[config.mk]
export PLATFORM = sky130hd
export DESIGN_NAME = utf8_dfa_decoder_top
export DESIGN_NICKNAME = d
export VERILOG_FILES = /design/src/utf8d_pkg.sv /design/src/utf8d_core.sv /design/src/utf8_dfa_decoder_top.sv
export SDC_FILE = /design/constraint.sdc
export NUM_CORES = 1
export LEC_CHECK = 0
export BUFFER_PORTS_ARGS = -buffer_cell sky130_fd_sc_hd__buf_2
export CAP_MARGIN = 20
export CELL_PAD_IN_SITES_DETAIL_PLACEMENT = 1
export CELL_PAD_IN_SITES_GLOBAL_PLACEMENT = 2
export CORE_MARGIN = 2
export CORE_UTILIZATION = 40
export CTS_CLUSTER_DIAMETER = 30
export DETAILED_ROUTE_END_ITERATION = 8
export MAX_ROUTING_LAYER = met4
export PLACE_DENSITY_LB_ADDON = 0.3
export SLEW_MARGIN = 20
export SYNTH_ARGS = -nofsm -noshare
export SYNTH_HDL_FRONTEND = slang
export SYNTH_SLANG_ARGS = --single-unit
[constraint.sdc]
create_clock -name clk_i -period 4 [get_ports clk_i]
set_input_delay 1 -clock clk_i [delete_from_list [all_inputs] [get_ports clk_i]]
set_output_delay 1 -clock clk_i [all_outputs]
set_load 0.02 [all_outputs]
[src/utf8d_pkg.sv]
`timescale 1ns / 1ps
// ----------------------------------------------------------------------------
// utf8d_pkg
// Types, constants and lookup tables shared by the UTF-8 decoder modules.
// ----------------------------------------------------------------------------
package utf8d_pkg;

  localparam int unsigned DfaW  = 4;
  localparam int unsigned ClsW  = 4;
  localparam int unsigned CodeW = 21;

  // DFA states with a fixed meaning; 2..8 are pending states
  localparam logic [DfaW-1:0] ST_ACCEPT  = 4'd0;
  localparam logic [DfaW-1:0] ST_REJECT  = 4'd1;
  localparam logic [DfaW-1:0] ST_LAST    = 4'd8;

  typedef struct packed {
    logic [7:0] data_byte;
    logic       restart;
  } utf8d_req_t;

  typedef struct packed {
    logic [CodeW-1:0] code_point;
    logic             complete;
    logic             malformed;
    logic [DfaW-1:0]  dfa_now;
  } utf8d_rsp_t;

  // Transition table: row = state (9 rows), column = byte class (16, 12 used)
  localparam logic [DfaW-1:0] NEXT_STATE [144] = '{
    4'd0,4'd1,4'd2,4'd3,4'd5,4'd8,4'd7,4'd1,4'd1,4'd1,4'd4,4'd6,4'd1,4'd1,4'd1,4'd1,
    4'd1,4'd1,4'd1,4'd1,4'd1,4'd1,4'd1,4'd1,4'd1,4'd1,4'd1,4'd1,4'd1,4'd1,4'd1,4'd1,
    4'd1,4'd0,4'd1,4'd1,4'd1,4'd1,4'd1,4'd0,4'd1,4'd0,4'd1,4'd1,4'd1,4'd1,4'd1,4'd1,
    4'd1,4'd2,4'd1,4'd1,4'd1,4'd1,4'd1,4'd2,4'd1,4'd2,4'd1,4'd1,4'd1,4'd1,4'd1,4'd1,
    4'd1,4'd1,4'd1,4'd1,4'd1,4'd1,4'd1,4'd2,4'd1,4'd1,4'd1,4'd1,4'd1,4'd1,4'd1,4'd1,
    4'd1,4'd2,4'd1,4'd1,4'd1,4'd1,4'd1,4'd1,4'd1,4'd2,4'd1,4'd1,4'd1,4'd1,4'd1,4'd1,
    4'd1,4'd1,4'd1,4'd1,4'd1,4'd1,4'd1,4'd3,4'd1,4'd3,4'd1,4'd1,4'd1,4'd1,4'd1,4'd1,
    4'd1,4'd3,4'd1,4'd1,4'd1,4'd1,4'd1,4'd3,4'd1,4'd3,4'd1,4'd1,4'd1,4'd1,4'd1,4'd1,
    4'd1,4'd3,4'd1,4'd1,4'd1,4'd1,4'd1,4'd1,4'd1,4'd1,4'd1,4'd1,4'd1,4'd1,4'd1,4'd1
  };

  // Byte class lookup (256-entry table written as ranges)
  function automatic logic [ClsW-1:0] byte_class(input logic [7:0] b);
    logic [ClsW-1:0] cls;
    unique case (b) inside
      [8'h00:8'h7F]: cls = 4'd0;   // ASCII
      [8'h80:8'h8F]: cls = 4'd1;
      [8'h90:8'h9F]: cls = 4'd9;
      [8'hA0:8'hBF]: cls = 4'd7;
      [8'hC0:8'hC1]: cls = 4'd8;   // overlong two-byte leads
      [8'hC2:8'hDF]: cls = 4'd2;
      8'hE0:         cls = 4'd10;
      [8'hE1:8'hEC]: cls = 4'd3;
      8'hED:         cls = 4'd4;   // surrogate range lead
      [8'hEE:8'hEF]: cls = 4'd3;
      8'hF0:         cls = 4'd11;
      [8'hF1:8'hF3]: cls = 4'd6;
      8'hF4:         cls = 4'd5;
      default:       cls = 4'd8;   // F5..FF never valid
    endcase
    return cls;
  endfunction

endpackage

[src/utf8d_core.sv]
`timescale 1ns / 1ps
// ----------------------------------------------------------------------------
// utf8d_core
// Decoder state (DFA state and partial code point) and the one-byte step.
// ----------------------------------------------------------------------------
module utf8d_core (
  input  logic                  clk_i,
  input  logic                  rst_ni,
  input  logic                  step_i,
  input  utf8d_pkg::utf8d_req_t req_i,
  output utf8d_pkg::utf8d_rsp_t rsp_o
);
  import utf8d_pkg::*;

  logic [DfaW-1:0]  state_q, state_d;
  logic [CodeW-1:0] code_q, code_d;
  logic [DfaW-1:0]  cur_state;
  logic [ClsW-1:0]  cls;
  logic [7:0]       lead_mask;

  // restart forces accept; out-of-range states behave as reject
  always_comb begin
    if (req_i.restart) begin
      cur_state = ST_ACCEPT;
    end else if (state_q > ST_LAST) begin
      cur_state = ST_REJECT;
    end else begin
      cur_state = state_q;
    end
  end

  assign cls       = byte_class(req_i.data_byte);
  assign lead_mask = 8'hFF >> cls;

  // accumulate: lead byte payload, or shift in six continuation bits
  always_comb begin
    if (cur_state == ST_ACCEPT) begin
      code_d = {{(CodeW-8){1'b0}}, req_i.data_byte & lead_mask};
    end else begin
      code_d = {code_q[CodeW-7:0], req_i.data_byte[5:0]};
    end
    state_d = NEXT_STATE[{cur_state, cls}];
  end

  always_ff @(posedge clk_i or negedge rst_ni) begin
    if (!rst_ni) begin
      state_q <= ST_ACCEPT;
      code_q  <= '0;
    end else if (step_i) begin
      state_q <= state_d;
      code_q  <= code_d;
    end
  end

  // result of this step
  assign rsp_o.code_point = code_d;
  assign rsp_o.complete   = (state_d == ST_ACCEPT);
  assign rsp_o.malformed  = (state_d == ST_REJECT);
  assign rsp_o.dfa_now    = state_d;

  // state register only ever holds one of the nine table states
  a_state_range: assert property (@(posedge clk_i) disable iff (!rst_ni)
    state_q <= ST_LAST)
    else $error("DFA state out of range");

  // reject only leaves on restart
  a_reject_sticky: assert property (@(posedge clk_i) disable iff (!rst_ni)
    (step_i && !req_i.restart && state_q == ST_REJECT) |=> state_q == ST_REJECT)
    else $error("reject state left without restart");

  // continuation step shifts the low six bits of the byte in
  a_cont_shift: assert property (@(posedge clk_i) disable iff (!rst_ni)
    (step_i && !req_i.restart && state_q != ST_ACCEPT)
      |=> code_q[5:0] == $past(req_i.data_byte[5:0]))
    else $error("continuation bits not accumulated");

  // without a step the DFA state and the partial code hold
  a_hold: assert property (@(posedge clk_i) disable iff (!rst_ni)
    !step_i |=> ($stable(state_q) && $stable(code_q)))
    else $error("decoder state changed without a step");

endmodule

[src/utf8_dfa_decoder_top.sv]
`timescale 1ns / 1ps
// ----------------------------------------------------------------------------
// utf8_dfa_decoder_top
// UTF-8 byte-stream decoder with valid/ready request and result channels.
// ----------------------------------------------------------------------------
// The decoder takes one byte request per clock cycle, unless the result
// side holds back (out_ready_i low with a result waiting), and returns exactly
// one result per byte, in order. A request is captured in an input register;
// when the result register is free (or being drained) the byte is classified,
// the DFA steps and the result is registered. The DFA state and partial code
// point are reset to accept and zero; no clearing pass is needed. Reject is
// sticky until a request with restart set.
module utf8_dfa_decoder_top (
  input  logic                  clk_i,
  input  logic                  rst_ni,
  input  logic                  in_valid_i,
  output logic                  in_ready_o,
  input  utf8d_pkg::utf8d_req_t in_req_i,
  output logic                  out_valid_o,
  input  logic                  out_ready_i,
  output utf8d_pkg::utf8d_rsp_t out_rsp_o
);
  import utf8d_pkg::*;

  logic       in_valid_q;
  utf8d_req_t in_req_q;
  logic       out_valid_q;
  utf8d_rsp_t out_rsp_q;
  utf8d_rsp_t step_rsp;
  logic       advance;

  // move the held request into the result register when it is free or being drained
  assign advance    = in_valid_q && (!out_valid_q || out_ready_i);
  assign in_ready_o = !in_valid_q || advance;

  // input register
  always_ff @(posedge clk_i or negedge rst_ni) begin
    if (!rst_ni) begin
      in_valid_q <= 1'b0;
    end else if (in_ready_o) begin
      in_valid_q <= in_valid_i;
    end
  end

  always_ff @(posedge clk_i) begin
    if (in_ready_o && in_valid_i) begin
      in_req_q <= in_req_i;
    end
  end

  utf8d_core u_core (
    .clk_i  (clk_i),
    .rst_ni (rst_ni),
    .step_i (advance),
    .req_i  (in_req_q),
    .rsp_o  (step_rsp)
  );

  // result register
  always_ff @(posedge clk_i or negedge rst_ni) begin
    if (!rst_ni) begin
      out_valid_q <= 1'b0;
    end else if (advance) begin
      out_valid_q <= 1'b1;
    end else if (out_ready_i) begin
      out_valid_q <= 1'b0;
    end
  end

  always_ff @(posedge clk_i) begin
    if (advance) begin
      out_rsp_q <= step_rsp;
    end
  end

  assign out_valid_o = out_valid_q;
  assign out_rsp_o   = out_rsp_q;

endmodule

==> flow_summary_export.csv <==
group,metric,value,unit
run_status,outcome,"completed",
sta,period_minus_slack,2.47,ns
power_and_ir_drop,p_leak,0.00126,uW
die,coreArea,6350,um2
worst_setup_path,r2r_start,"in_req_q[6]$_DFFE_PP_",
sta,setup_violations,0,
cts,clkTransAtPathRegs,0.06,ns
run,drv_cap,0,
yosys,yosysMostFrequentCell,"edfxtp_1",
cts,ctsHoldBuffers,0,
worst_setup_path,worstPathArrival,1.47,ns
worst_hold_path,worstHoldPathType,"flip-flop to flip-flop",
die,initial_utilization,0.412,
sta,worstMarginPinSlew,0.505,ns
grt,grt_pass1_wl,9080,um
yosys,synth_commonest_cells,"edfxtp_1, dfrtp_1, and2_1",
worst_setup_path,crit_path_end,"in_ready_o",
route,wirelength,5260,um
final_layout,multi_input_area,940,um2
final_layout,fillers,684,
cts,clock_path_buffers,2,
final_layout,nNetsFinal,269,
yosys,synth_cell_types,48,
cts,htreeDepth,3,
yosys,yosys.area.top_type_share,0.413,
route,drtIter0Drc,65,
worst_setup_path,crit_slowest_cell,"nand3b_1",
placement,place_congestion,0.734,
final_layout,syn_to_final_growth,16.9,%
yosys,synth_edf_count,36,
route,drtAntennaViolNets,0,
worst_setup_path,slowest_delay,0.19,ns
route,wire_per_inst,15.6,um
sta,finalMaxSlewViolations,0,
yosys,ys_warn_count,0,
placement,postPlaceCellArea,2900,um2
power_and_ir_drop,power.density,474,nW/um2
worst_setup_path,required,3.00,ns
sta,rsz0062_at_grt,"no",
sta,clock_skew,0.00644,ns
yosys,syn-num-nets,223,
yosys,synth_seq_cells,57,
worst_setup_path,criticalPathCategory,"input port to output port",
route,vias_per_cell,5.17,
die,ios,42,
yosys,syn_area,2620,um2
grt,antenna_found_initial,0,
die,die_w,84.9,um
final_layout,seqCellArea,1610,um2
cts,cts_sinks,57,
yosys,async_flop_share,0.368,
route,drcViolationCount,0,
worst_setup_path,cp-startpoint,"out_ready_i",
placement,port_buffers,41,
yosys,synth_seq_area_share,0.613,
yosys,synthFlopType,"edfxtp_1",
worst_setup_path,timing.rr.end,"out_rsp_o[4]$_DFFE_PP_",
sta,relSlewSlack,0.663,
final_layout,layout-drive-gt1-share,0.291,
grt,grt_usage,0.168,
worst_setup_path,rr_worst_depth,6,
grt,grt_max_degree,28,
yosys,synth_top_area_cell,"edfxtp_1",
cts,post_cts_buffers,0,
worst_setup_path,worstSetupStartpointType,"input port",
sta,finalSetupTns,0,ns
worst_setup_path,critPathMaxFanout,3,
sta,fin_crit_sh,0.618,
die,die_area,7210,um2
yosys,synthTopCellsByArea,"edfxtp_1, dfrtp_1, mux2_2, and2_1, nand2_1",
yosys,synthCells,210,
worst_setup_path,crit_path_frequent_cell,"buf_2",
cts,cts_tree,"built",
final_layout,n_antenna_cell,0,
cts,cts_buffers,9,
grt,grt-ovfl-total,0,
grt,grt_pass1_vias,1835,
power_and_ir_drop,vdd_drop_max,231,uV
sta,finalHoldViolCount,0,
die,rows,29,
worst_setup_path,r2r_slack,1.64,ns
final_layout,fin_area,3060,um2
route,vias,1748,
cts,cts_resized,0,
placement,hpwl,3750,um
worst_setup_path,worstPathCellList,"buf_2 > nand3b_1 > buf_2",
route,first_pass_iters,4,
yosys,synth.avg_cell_area,12.5,um2
cts,clkLatencyLatePin,0.34,ns
worst_setup_path,crit_path_end_kind,"output port",
die,die_h,84.9,um
sta,fmax,404,MHz
cts,root_buffer,"clkbuf_8",
## cells in the final DEF (no fill, tap or decap), types with 3 or more instances in the layout
| master | synthesis | routed |
|---|---|---|
| a21boi_1 | 3 | 3 |
| a21oi_1 | 9 | 9 |
| and2_1 | 18 | 18 |
| and3_1 | 3 | 3 |
| buf_2 | 1 | 41 |
| buf_4 | 0 | 3 |
| clkbuf_8 | 0 | 9 |
| clkinv_1 | 0 | 3 |
| dfrtp_1 | 21 | 21 |
| edfxtp_1 | 36 | 36 |
| inv_1 | 8 | 8 |
| mux2_2 | 12 | 12 |
| mux2i_1 | 3 | 3 |
| nand2_1 | 17 | 17 |
| nand2b_1 | 8 | 8 |
| nand3_1 | 3 | 3 |
| nand4_1 | 3 | 3 |
| nor2_1 | 10 | 10 |
| nor2b_1 | 3 | 3 |
| o21a_1 | 3 | 3 |
| o21ai_0 | 7 | 7 |
| o31ai_1 | 3 | 3 |
## critical path: cells and delay by family
kind	cells	cell delay (ns)
AND/OR/NAND/NOR	1	0.19
buffers and inverters	2	0.28
## where the power goes
group | switching, uW | total, uW | leakage (uW) | internal (uW)
clock | 222 | 438 | 0.0000815 | 216
sequential | 45.0 | 757 | 0.000623 | 712
combinational | 153 | 256 | 0.000559 | 103
total | 420 | 1450 | 0.00126 | 1030
## worst min path at each step
stage / from / end / slack, ns / depth (start not counted)
after detailed placement: u_core.code_q[6]$_DFFE_PN0P_ / u_core.code_q[6]$_DFFE_PN0P_ / 0.49 / 2
after floorplan: u_core.code_q[2]$_DFFE_PN0P_ / u_core.code_q[2]$_DFFE_PN0P_ / 0.44 / 2
after global placement: u_core.code_q[2]$_DFFE_PN0P_ / u_core.code_q[2]$_DFFE_PN0P_ / 0.46 / 2
after CTS: u_core.code_q[6]$_DFFE_PN0P_ / u_core.code_q[6]$_DFFE_PN0P_ / 0.50 / 2
final: u_core.code_q[2]$_DFFE_PN0P_ / u_core.code_q[2]$_DFFE_PN0P_ / 0.49 / 2
after global routing: u_core.code_q[6]$_DFFE_PN0P_ / u_core.code_q[6]$_DFFE_PN0P_ / 0.51 / 2
## routing by layer
layer | vias to the layer above | GRT usage | routed length (um)
met4 | 0 | 0.0620 | 79
met5 | - | - | 0
met3 | 10 | 0.0535 | 214
met2 | 35 | 0.266 | 2590
met1 | 830 | 0.204 | 2370
li1 | 873 | - | -
## state kept, by name (all words and copies together) (netlist names)
register and count:
in_req_q 9, u_core.code_q 15, out_rsp_o 27, u_core.state_q 4
in_valid_q 1, out_valid_o 1
## cell families (layout without fill, tap and decap cells)
kind of cell	count (synthesis)	count (layout)	share of synthesized area
buf+inv	17	68	0.0277
compound gates	46	46	0.134
mux	15	15	0.0631
simple gates	75	75	0.162
flops	57	57	0.613
## final cells by class
cell class,count,area share
well taps,77,0.0315
multi-input cells,136,0.307
repair buffers,44,0.0744
clock buffers,9,0.0405
flip-flops and latches,57,0.525
inverters,8,0.00981
clock inverters,7,0.0123
## per-stage QoR
stage | total power [uW] | utilization | setup slack, ns | hold WS (ns) | cells
6_report | 1450 | 0.482 | 1.53 | 0.489 | 338
5_1_grt | 1540 | 0.482 | 1.47 | 0.513 | 338
4_1_cts | 1470 | 0.482 | 1.52 | 0.500 | 338
3_5_place_dp | 1030 | 0.457 | 1.34 | 0.486 | 322
3_3_place_gp | 1020 | 0.457 | 1.40 | 0.461 | 322
2_1_floorplan | 943 | - | 1.11 | 0.440 | 210
No activity file was read; power rests on OpenSTA's default activity.
